`src/rtl/ptd_pkg.sv`:
```
// Package for the periodic task dispatcher: command and slot state codes,
// and the command and status structs between controller and datapath.
// No dependencies.
package ptd_pkg;

  localparam logic [2:0] FN_TIMER  = 3'd0;
  localparam logic [2:0] FN_CREATE = 3'd1;
  localparam logic [2:0] FN_PAUSE  = 3'd2;
  localparam logic [2:0] FN_RESUME = 3'd3;
  localparam logic [2:0] FN_DELETE = 3'd4;

  localparam logic [1:0] ST_READY  = 2'd0;
  localparam logic [1:0] ST_PAUSED = 2'd1;
  localparam logic [1:0] ST_KILLED = 2'd2;

  localparam int unsigned TICK_W = 32;
  localparam int unsigned PER_W  = 16;
  localparam int unsigned CNT_W  = 5;

  typedef struct packed {
    logic accept;
    logic scan_init;
    logic scan_dec;
    logic div_start;
    logic div_step;
    logic set_pending;
    logic push;
    logic push_last;
  } ctrl_cmd_t;

  typedef struct packed {
    logic tick_fires;
    logic slot_elig;
    logic div_last;
    logic is_due;
    logic pending_valid;
    logic out_free;
    logic scan_zero;
  } dp_status_t;

endpackage

```
`src/rtl/ptd_ctrl.sv`:
```
// Controller of the periodic task dispatcher: sequences the slot scan, the
// serial modulo and the result hand-off. Depends on ptd_pkg.
module ptd_ctrl (
  input  logic                clk_i,
  input  logic                rst_ni,
  input  logic                in_valid_i,
  output logic                in_stall_o,
  input  ptd_pkg::dp_status_t status_i,
  output ptd_pkg::ctrl_cmd_t  cmd_o
);

  typedef enum logic [2:0] {
    S_IDLE,
    S_SLOT,
    S_DIV,
    S_TEST,
    S_PUSH,
    S_NEXT,
    S_FLUSH
  } state_e;

  state_e state_q, state_d;

  always_comb begin
    state_d = state_q;
    cmd_o   = '0;
    unique case (state_q)
      S_IDLE: begin
        if (in_valid_i) begin
          cmd_o.accept = 1'b1;
          if (status_i.tick_fires) begin
            cmd_o.scan_init = 1'b1;
            state_d         = S_SLOT;
          end
        end
      end
      S_SLOT: begin
        if (status_i.slot_elig) begin
          cmd_o.div_start = 1'b1;
          state_d         = S_DIV;
        end else begin
          state_d = S_NEXT;
        end
      end
      S_DIV: begin
        cmd_o.div_step = 1'b1;
        if (status_i.div_last) begin
          state_d = S_TEST;
        end
      end
      S_TEST: begin
        priority if (!status_i.is_due) begin
          state_d = S_NEXT;
        end else if (status_i.pending_valid) begin
          state_d = S_PUSH;
        end else begin
          cmd_o.set_pending = 1'b1;
          state_d           = S_NEXT;
        end
      end
      S_PUSH: begin
        if (status_i.out_free) begin
          cmd_o.push        = 1'b1;
          cmd_o.set_pending = 1'b1;
          state_d           = S_NEXT;
        end
      end
      S_NEXT: begin
        if (status_i.scan_zero) begin
          state_d = S_FLUSH;
        end else begin
          cmd_o.scan_dec = 1'b1;
          state_d        = S_SLOT;
        end
      end
      S_FLUSH: begin
        if (!status_i.pending_valid) begin
          state_d = S_IDLE;
        end else if (status_i.out_free) begin
          cmd_o.push      = 1'b1;
          cmd_o.push_last = 1'b1;
          state_d         = S_IDLE;
        end
      end
      default: begin
        state_d = S_IDLE;
      end
    endcase
  end

  always_ff @(posedge clk_i or negedge rst_ni) begin
    if (!rst_ni) begin
      state_q <= S_IDLE;
    end else begin
      state_q <= state_d;
    end
  end

  assign in_stall_o = (state_q != S_IDLE);

endmodule

```
`src/rtl/ptd_dp.sv`:
```
// Datapath of the periodic task dispatcher: slot table, prescaler, tick
// counter, serial 32-by-16 modulo and result register. Depends on ptd_pkg.
module ptd_dp #(
  parameter int unsigned NUM_TASKS = 8
) (
  input  logic                clk_i,
  input  logic                rst_ni,
  input  logic                cfg_we_i,
  input  logic [7:0]          cfg_wdata_i,
  input  logic [2:0]          func_i,
  input  logic [2:0]          task_index_i,
  input  logic                has_handler_i,
  input  logic [1:0]          initial_state_i,
  input  logic [15:0]         period_i,
  input  logic [7:0]          phase_i,
  input  ptd_pkg::ctrl_cmd_t  cmd_i,
  output ptd_pkg::dp_status_t status_o,
  output logic                out_valid_o,
  input  logic                out_stall_i,
  output logic [2:0]          due_task_o,
  output logic [31:0]         tick_value_o,
  output logic                last_o
);

  localparam int unsigned SW = (NUM_TASKS > 1) ? $clog2(NUM_TASKS) : 1;
  localparam logic [SW-1:0] TopSlot = SW'(NUM_TASKS - 1);
  localparam logic [ptd_pkg::CNT_W-1:0] LastStep = ptd_pkg::CNT_W'(ptd_pkg::TICK_W - 1);

  logic [NUM_TASKS-1:0] slot_valid_q, slot_valid_d;
  logic [1:0]           slot_state_q  [NUM_TASKS];
  logic [15:0]          slot_period_q [NUM_TASKS];
  logic [7:0]           slot_phase_q  [NUM_TASKS];

  logic [7:0]  events_q;
  logic [7:0]  prescale_q, prescale_d;
  logic [31:0] tick_q, tick_d;

  logic [SW-1:0] scan_q, pend_idx_q;
  logic          pend_valid_q;

  logic [15:0] rem_q;
  logic [31:0] dvd_q;
  logic [ptd_pkg::CNT_W-1:0] cnt_q;
  logic [16:0] shifted;
  logic [16:0] diff;

  logic        out_valid_q;
  logic [2:0]  out_task_q;
  logic [31:0] out_tick_q;
  logic        out_last_q;

  logic          cmd_hit;
  logic [SW-1:0] wr_idx;
  logic          fires;

  assign wr_idx  = SW'(task_index_i);
  assign cmd_hit = cmd_i.accept && (32'(task_index_i) < NUM_TASKS);
  assign fires   = (func_i == ptd_pkg::FN_TIMER) && (prescale_q == 8'd1);

  always_comb begin
    slot_valid_d = slot_valid_q;
    if (cmd_hit && (func_i == ptd_pkg::FN_CREATE) && has_handler_i) begin
      slot_valid_d[wr_idx] = 1'b1;
    end
  end

  always_comb begin
    prescale_d = prescale_q;
    tick_d     = tick_q;
    if (cmd_i.accept && (func_i == ptd_pkg::FN_TIMER)) begin
      if (fires) begin
        prescale_d = events_q;
        tick_d     = tick_q + 32'd1;
      end else begin
        prescale_d = prescale_q - 8'd1;
      end
    end
  end

  always_ff @(posedge clk_i or negedge rst_ni) begin
    if (!rst_ni) begin
      slot_valid_q <= '0;
      events_q     <= 8'd1;
      prescale_q   <= 8'd1;
      tick_q       <= '0;
    end else begin
      slot_valid_q <= slot_valid_d;
      prescale_q   <= prescale_d;
      tick_q       <= tick_d;
      if (cfg_we_i) begin
        events_q <= cfg_wdata_i;
      end
    end
  end

  always_ff @(posedge clk_i) begin
    if (cmd_hit) begin
      unique case (func_i)
        ptd_pkg::FN_CREATE: begin
          if (has_handler_i) begin
            slot_state_q[wr_idx]  <= initial_state_i;
            slot_period_q[wr_idx] <= period_i;
            slot_phase_q[wr_idx]  <= phase_i;
          end
        end
        ptd_pkg::FN_PAUSE:  slot_state_q[wr_idx] <= ptd_pkg::ST_PAUSED;
        ptd_pkg::FN_RESUME: slot_state_q[wr_idx] <= ptd_pkg::ST_READY;
        ptd_pkg::FN_DELETE: slot_state_q[wr_idx] <= ptd_pkg::ST_KILLED;
        default: begin
        end
      endcase
    end
  end

  // One restoring division step per cycle; only the remainder is kept.
  assign shifted = {rem_q, dvd_q[31]};
  assign diff    = shifted - {1'b0, slot_period_q[scan_q]};

  always_ff @(posedge clk_i) begin
    if (cmd_i.scan_init) begin
      scan_q <= TopSlot;
    end else if (cmd_i.scan_dec) begin
      scan_q <= scan_q - SW'(1);
    end
    if (cmd_i.div_start) begin
      rem_q <= '0;
      dvd_q <= tick_q;
      cnt_q <= '0;
    end else if (cmd_i.div_step) begin
      rem_q <= diff[16] ? shifted[15:0] : diff[15:0];
      dvd_q <= {dvd_q[30:0], 1'b0};
      cnt_q <= cnt_q + ptd_pkg::CNT_W'(1);
    end
    if (cmd_i.set_pending) begin
      pend_idx_q <= scan_q;
    end
    if (cmd_i.push) begin
      out_task_q <= 3'(pend_idx_q);
      out_tick_q <= tick_q;
      out_last_q <= cmd_i.push_last;
    end
  end

  always_ff @(posedge clk_i or negedge rst_ni) begin
    if (!rst_ni) begin
      pend_valid_q <= 1'b0;
      out_valid_q  <= 1'b0;
    end else begin
      priority if (cmd_i.scan_init) begin
        pend_valid_q <= 1'b0;
      end else if (cmd_i.set_pending) begin
        pend_valid_q <= 1'b1;
      end else if (cmd_i.push) begin
        pend_valid_q <= 1'b0;
      end
      if (cmd_i.push) begin
        out_valid_q <= 1'b1;
      end else if (!out_stall_i) begin
        out_valid_q <= 1'b0;
      end
    end
  end

  always_comb begin
    status_o               = '0;
    status_o.tick_fires    = fires;
    status_o.slot_elig     = slot_valid_q[scan_q]
                             && (slot_state_q[scan_q] == ptd_pkg::ST_READY)
                             && (slot_period_q[scan_q] != 16'd0);
    status_o.div_last      = (cnt_q == LastStep);
    status_o.is_due        = (rem_q == {8'd0, slot_phase_q[scan_q]});
    status_o.pending_valid = pend_valid_q;
    status_o.out_free      = !out_valid_q || !out_stall_i;
    status_o.scan_zero     = (scan_q == '0);
  end

  assign out_valid_o  = out_valid_q;
  assign due_task_o   = out_task_q;
  assign tick_value_o = out_tick_q;
  assign last_o       = out_last_q;

endmodule

```
`src/rtl/periodic_task_dispatcher_top.sv`:
```
// Top level of the periodic task dispatcher: joins the controller and the
// datapath. Depends on ptd_pkg, ptd_ctrl and ptd_dp.
//
// The input channel carries one command per transaction: a timer event or a
// create, pause, resume or delete of a task slot. A timer event that ends a
// prescale period advances the tick counter and starts a scan of all slots
// from the highest index down; each due task yields one output transaction
// with its index and the tick count, and the final one of the tick has last
// set. Task commands and timer events that do not end a period are taken
// without a scan. A scan runs the serial modulo on each ready slot with a
// nonzero period. The input is stalled while a scan runs. If the receiver
// stalls, the scan waits with one result held in the output register and
// one pending. The user must write the configuration register with
// cfg_we_i only while the block is idle; the block does not enforce this.
// A write takes effect at the next reload. Reset empties the task table,
// clears the tick counter and sets the prescaler and register to one.
module periodic_task_dispatcher_top #(
  parameter int unsigned NUM_TASKS = 8
) (
  input  logic        clk_i,
  input  logic        rst_ni,
  input  logic        cfg_we_i,
  input  logic [7:0]  cfg_wdata_i,
  input  logic        in_valid_i,
  output logic        in_stall_o,
  input  logic [2:0]  func_i,
  input  logic [2:0]  task_index_i,
  input  logic        has_handler_i,
  input  logic [1:0]  initial_state_i,
  input  logic [15:0] period_i,
  input  logic [7:0]  phase_i,
  output logic        out_valid_o,
  input  logic        out_stall_i,
  output logic [2:0]  due_task_o,
  output logic [31:0] tick_value_o,
  output logic        last_o
);

  ptd_pkg::ctrl_cmd_t  cmd;
  ptd_pkg::dp_status_t status;

  ptd_ctrl u_ctrl (
    .clk_i      (clk_i),
    .rst_ni     (rst_ni),
    .in_valid_i (in_valid_i),
    .in_stall_o (in_stall_o),
    .status_i   (status),
    .cmd_o      (cmd)
  );

  ptd_dp #(
    .NUM_TASKS (NUM_TASKS)
  ) u_dp (
    .clk_i           (clk_i),
    .rst_ni          (rst_ni),
    .cfg_we_i        (cfg_we_i),
    .cfg_wdata_i     (cfg_wdata_i),
    .func_i          (func_i),
    .task_index_i    (task_index_i),
    .has_handler_i   (has_handler_i),
    .initial_state_i (initial_state_i),
    .period_i        (period_i),
    .phase_i         (phase_i),
    .cmd_i           (cmd),
    .status_o        (status),
    .out_valid_o     (out_valid_o),
    .out_stall_i     (out_stall_i),
    .due_task_o      (due_task_o),
    .tick_value_o    (tick_value_o),
    .last_o          (last_o)
  );

endmodule

```
`config.mk`:
```
export PLATFORM = sky130hd
export DESIGN_NAME = periodic_task_dispatcher_top
export DESIGN_NICKNAME = d
export VERILOG_FILES = /design/src/rtl/ptd_pkg.sv /design/src/rtl/ptd_ctrl.sv /design/src/rtl/ptd_dp.sv /design/src/rtl/periodic_task_dispatcher_top.sv
export SDC_FILE = /design/constraint.sdc
export NUM_CORES = 1
export LEC_CHECK = 0
export ABC_AREA = 1
export BUFFER_PORTS_ARGS = -buffer_cell sky130_fd_sc_hd__buf_2
export CELL_PAD_IN_SITES_DETAIL_PLACEMENT = 1
export CELL_PAD_IN_SITES_GLOBAL_PLACEMENT = 2
export CORE_UTILIZATION = 41
export CTS_BUF_LIST = sky130_fd_sc_hd__clkbuf_8
export CTS_CLUSTER_SIZE = 8
export DETAILED_ROUTE_END_ITERATION = 12
export PLACE_DENSITY = 0.89
export SLEW_MARGIN = 5
export SYNTH_ARGS = -nofsm -noshare
export SYNTH_HDL_FRONTEND = slang
export SYNTH_SLANG_ARGS = --single-unit
```
`constraint.sdc`:
```
create_clock -name clk_i -period 3.9 [get_ports clk_i]
set_clock_uncertainty 0.15 [all_clocks]
set_input_delay 1.17 -clock clk_i [delete_from_list [all_inputs] [get_ports clk_i]]
set_output_delay 1.17 -clock clk_i [all_outputs]
set_load 0.005 [all_outputs]
```
* Word level (Yosys, flattened, before mapping) *
Memory sizes are Yosys's and may differ from the RTL's. A register that Yosys moved wholly into a read port is not among the register bits.
Cells that the tools add are included.

storage, ports and cells
  register bits = 156
  RAM bits = 208
  input bits = 46
  word-level logic and storage cells = 130
  output and inout port bits = 38
  memories kept = 3

cells by class
  magnitude comparators = 3
  add/sub/neg operators = 5
  reduce and logical (&&, ||, !) cells = 21
  equality and inequality tests = 19
  mux-type cells = 60
  bitwise gates (word level) = 4

memory list
  memory              depth  width  read ports  clocked after memory_dff  wr ports  RTL line      source
  u_dp.slot_period_q  8      16     1           1                         1         ptd_dp.sv:31  logic [15:0] slot_period_q [NUM_TASKS];
  u_dp.slot_phase_q   8      8      1           1                         1         ptd_dp.sv:32  logic [7:0] slot_phase_q [NUM_TASKS];
  u_dp.slot_state_q   8      2      1           1                         1         ptd_dp.sv:30  logic [1:0] slot_state_q [NUM_TASKS];

operators by type and width
  operator                                                    number
  two-way mux 32 bit                                          2
  two-way mux 3 bit                                           14
  adder 32 x 1 -> 32 bit, second input constant               1
  two-way mux 1 bit                                           30
  one-hot mux 3 bit (7 select lines)                          1
  subtractor 17 x 16 -> 17 bit                                1
  == test 16 x 8 -> 1 bit                                     1
  two-way mux 16 bit                                          1
  nonzero test 16 bit                                         1
  two-way mux 2 bit                                           7
  == test 3 x 2 -> 1 bit, second input constant               4
  == test 3 bit, second input constant                        4
  logical NOT 3 bit                                           3
  == test 8 x 1 -> 1 bit, second input constant               1
  less-than comparator 3 x 4 -> 1 bit, second input constant  2
  two-way mux 8 bit                                           1
  OR 8 bit                                                    1
  subtractor 8 x 1 -> 8 bit, second input constant            1
  logical AND 1 bit                                           7
  == test 3 x 1 -> 1 bit, second input constant               2
  != test 2 bit, second input constant                        3
  nonzero test 3 bit                                          2
  adder 5 x 1 -> 5 bit, second input constant                 1
  == test 5 bit, second input constant                        1
  other kinds (14)                                            20

* Logic depth before layout (Yosys ltp) *
  word-level depth = 10
  gate-level depth with buffers = 24
  gate-level depth less buffers = 23

* Hierarchy *
Synthesis repeated with hierarchy kept, for this count alone.

unflattened totals
  cell total of the unflattened synthesis = 1700
  area, all modules = 16676.0 sq um

by module, submodules not included
  module    cells an instance  instances  area an instance (sq um)  seq. area each (sq um)
  ptd_dp    1635               1          16328.2                   10372.4
  ptd_ctrl  65                 1          347.8                     75.1

* Worst setup path after synthesis *
No wires, ideal clock.

  kind = input -> register
  start = in func_i[1]
  end = mem u_dp.slot_period_q[3][0], enable pin
  data arrival time = 2.756 ns
  data required time = 3.344 ns
  path buffers = 1
  library setup time = 0.406 ns
  setup slack = 0.588 ns
  stages = 6
  cell sequence = inv_1 nand4_1 nor2_1 inv_1 clkbuf_1 nor2_1

between the ends
  word-level cells in the longest chain between the ends = 4

RTL lines
  what                                     RTL line                            source
  start, declared                          periodic_task_dispatcher_top.sv:26  input logic [2:0] func_i,
  == test 3 x 1 -> 1 bit                   ptd_dp.sv:98                        unique case (func_i)
  two-way mux 1 bit                        ptd_dp.sv:98
  two-way mux 1 bit                        ptd_dp.sv:97                        if (cmd_hit) begin
  two-way mux 1 bit (implied by the code)  ptd_dp.sv:102                       slot_period_q[wr_idx] <= period_i;
  end, declared                            ptd_dp.sv:31

No other way between the ends.

==> metrics.cfg <==
[yosys]
synth.top_cells.by_area = edfxtp_1 (49%), nand2_1 (13%), dfrtp_1 (8.7%), inv_1 (5.5%), nand3_1 (4.0%)
synth_compound_gate_area_share = 0.0478
synth_edf_count = 279
yosys.area.top_type = edfxtp_1
yosys.area.top_type_share = 0.494
synth_top_family_by_area = simple AND/OR/NAND/NOR gates
synthXorXnorAreaFrac = 0.0232
synth_simple_gate_area_frac = 0.214
synth-main-ff-cell = edfxtp_1
synthAdderAreaFrac = 0.0182
synthDistinctLibCells = 48
synth.area.mux_share = 0.00391
synthArstFlopShare = 0.166
syn_inst = 1782
synth_area_sq_um = 17000
synth-seq-cells = 367
syn_area_per_cell_sq_um = 9.51
ys_seq_area_frac = 0.616
syn-num-nets = 1852
yosys_warnings = 0

[clocking]
post_cts_buffers = 0
clk_latency_ns = 0.61
cts.root.buffer_cell = clkbuf_8
clkTransAtPathRegs_ns = 0.06
cts_buffers = 66
cts_tree = done
ctsHtreeMaxLevel = 3
cts_buffer_depth = 3
clock-sinks = 367

[worst_setup_path]
cp.arrival_ns = 3.88
cpMostUsedCell = nand2_1
start_kind = flip-flop
path_buf_inv = 5
cp_top_family = simple AND/OR/NAND/NOR gates
max_stage_delay_ns = 0.43
critical_path_class = reg -> reg
crit_path_end_kind = flip-flop
required_ns = 4.26
worstPathMaxFanout = 23
slowest_stage = fa_1
crit_chain = inv_2, buf_4, o21ai_0, o21ai_1, nand2_1, nand2_1, inv_1, fa_1, nand3_1, nand3_1, nand2_1, nand3_2, nand3_1, nand3_1, nand2_2, buf_4, nand2_1, nand2_1, o22ai_1, nand2_1, inv_1

[global_routing]
use_met3 = 0.0401
met1_usage = 0.292
grt_start_max_net_pins = 86
grt_antenna_before_repair = 1
use_met2 = 0.359
grt_usage = 0.218
grt_pass1_vias = 13300
grt_pass1_wl_microns = 71300
overflow = 0
busiest_layer = met2

[floorplan]
dieHeight_microns = 205
core-area_sq_um = 40800
rows = 74
die_w_microns = 205
ios = 84
dieArea_sq_um = 42200
initial_core_util = 0.415

[power]
irDropWorstVdd_mv = 0.275
power_density_nw_per_um2 = 408
p_leak_uw = 0.00858

[placement]
globalplace.congestion = 0.843
post-place-cells = 2376
dp_hpwl_microns = 29600
port_buffers = 83

[layout]
n_antenna_cell = 0
nFillCells = 4717
drive_gt1_frac = 0.125
nets = 1983
fin_cells = 2493
syn2layout_area_growth_pct = 13.6

[timing]
post-route-period-util = 0.904
max_freq_ghz = 0.284
final_max_slew_viol_count = 0
tns_ns = 0
final_hold_viol_count = 0
max_slew_margin = 0.512
setup_viol = 0
fin_crit_ns = 3.52
worstMarginPinSlew_ns = 0.733
rsz0062_at_grt = no

[flow_run]
cap_violations = 0

[drt]
drt_iter0_drc = 787
avgRoutedWirePerCell_microns = 17.9
drc_errors = 0
via_per_inst = 5.03
routed_wl_microns = 44700
ant_nets = 0
num_vias = 12500
firstDrtPassIters = 5

[min_path]
hp-class = reg -> reg

[run_status]
status = complete, no violations

## kinds of logic after synthesis
family                     after synthesis
AOI/OAI and AO/OA                      149
xor gates and xnor gates                45
adders and majority gates               24
buffers and inverters                  312
DFF                                    367
muxes                                    6
and+or+nand+nor                        879
## state kept, by name, summed over array words and instances, names as in the netlist, named ones only
name / cells
u_dp.pend_valid_q: 1
u_dp.tick_q: 32
u_ctrl.state_q: 3
u_dp.tick_value_o: 32
u_dp.slot_state_q: 16
u_dp.cnt_q: 5
u_dp.prescale_q: 8
u_dp.last_o: 1
u_dp.pend_idx_q: 3
u_dp.events_q: 8
u_dp.scan_q: 3
u_dp.slot_phase_q: 64
u_dp.dvd_q: 32
u_dp.due_task_o: 3
u_dp.slot_period_q: 128
u_dp.out_valid_o: 1
u_dp.rem_q: 16
u_dp.slot_valid_q: 8
## power by group
part	switching [uW]	total (uW)	leakage [uW]	internal [uW]
Clock	1610	3310	0.000671	1700
Sequential	35.1	4290	0.00332	4250
Combinational	177	269	0.00459	92.3
Total	1820	7860	0.00858	6050
## cell usage after synthesis (2+ instances only)
cell type and count:
nand2_1 578, edfxtp_1 279, inv_1 249, nand3_1 136, nor2_1 101, o21ai_0 83
dfrtp_1 59, xor2_1 37, a21oi_1 33, dfxtp_1 27, ha_1 23, nor3_1 23
buf_2 22, buf_4 15, nand4_1 13, clkbuf_1 10, o22ai_1 9, or2_2 9
xnor2_1 8, buf_6 5, inv_2 5, mux2_2 5, nor4_1 5, o211ai_1 5
o21ai_1 5, buf_1 3, nand3_2 3, o21bai_1 3, a211oi_1 2, a21o_1 2
a21oi_2 2, a32o_1 2, clkbuf_2 2, dfstp_2 2, nand3b_1 2, nor2_4 2
nor3_2 2
## metal layers
layer  wire [microns]  vias up
met5               13        -
met4              968        2
met3             1790       67
met2            21400      210
met1            20500     6202
li1                 -     6054
## placed cells by master, fill, tap and decap left out, types with 8 or more instances in the layout
master,netlist,routed
nand2_1,578,577
edfxtp_1,279,279
inv_1,249,269
nand3_1,136,136
nor2_1,101,92
o21ai_0,83,83
buf_2,22,83
clkbuf_8,0,72
dfrtp_1,59,59
xor2_1,37,37
a21oi_1,33,33
buf_4,15,32
dfxtp_1,27,25
nor3_1,23,23
ha_1,23,23
clkinv_1,1,16
nand4_1,13,13
nor2_2,1,10
or2_2,9,9
o22ai_1,9,9
xnor2_1,8,8
## repair_timing
item / CTS / global route
gates resized for setup: 0 / 2
hold buffers: 0 / 0
setup endpoints to repair: 0 / 7
## final cells by class
cell class | count | area (sq um) | share of cell area
multi-input cells | 1103 | 5240 | 0.272
clock buffers | 72 | 991 | 0.0514
clock inverters | 44 | 196 | 0.0102
well taps | 532 | 666 | 0.0345
flip-flops and latches | 367 | 10500 | 0.542
inverters | 255 | 957 | 0.0497
repair buffers | 120 | 768 | 0.0399
## metrics by stage
| stage | cell area, sq um | setup slack [ns] | util | total power [uW] | hold WS (ns) |
|---|---|---|---|---|---|
| global route | 19300 | 0.104 | 0.472 | 8160 | 0.310 |
| floorplan | 17000 | 0.588 | - | 4510 | 0.250 |
| global placement | 18000 | 0.456 | 0.442 | 4620 | 0.258 |
| CTS | 19200 | 0.308 | 0.471 | 7970 | 0.295 |
| finish | 19300 | 0.375 | 0.472 | 7860 | 0.289 |
| detailed placement | 18000 | 0.334 | 0.442 | 4640 | 0.267 |
## final timing paths
kind                                          from            endpoint  slack (ns)  depth (start not counted)
worst max-delay path                     flip-flop       u_dp.rem_q[8]        0.38                         21
worst min-delay path            u_dp.pend_idx_q[2]  u_dp.due_task_o[2]        0.29                          0
max in group asynchronous                   rst_ni     u_dp.tick_q[23]        2.47                          2
worst min register to register  u_dp.pend_idx_q[2]  u_dp.due_task_o[2]        0.29                          0
worst max register to register           flip-flop       u_dp.rem_q[8]        0.38                         21
min in group asynchronous                   rst_ni      u_dp.tick_q[7]        0.47                          1
No activity file was read; power rests on OpenSTA's default activity.
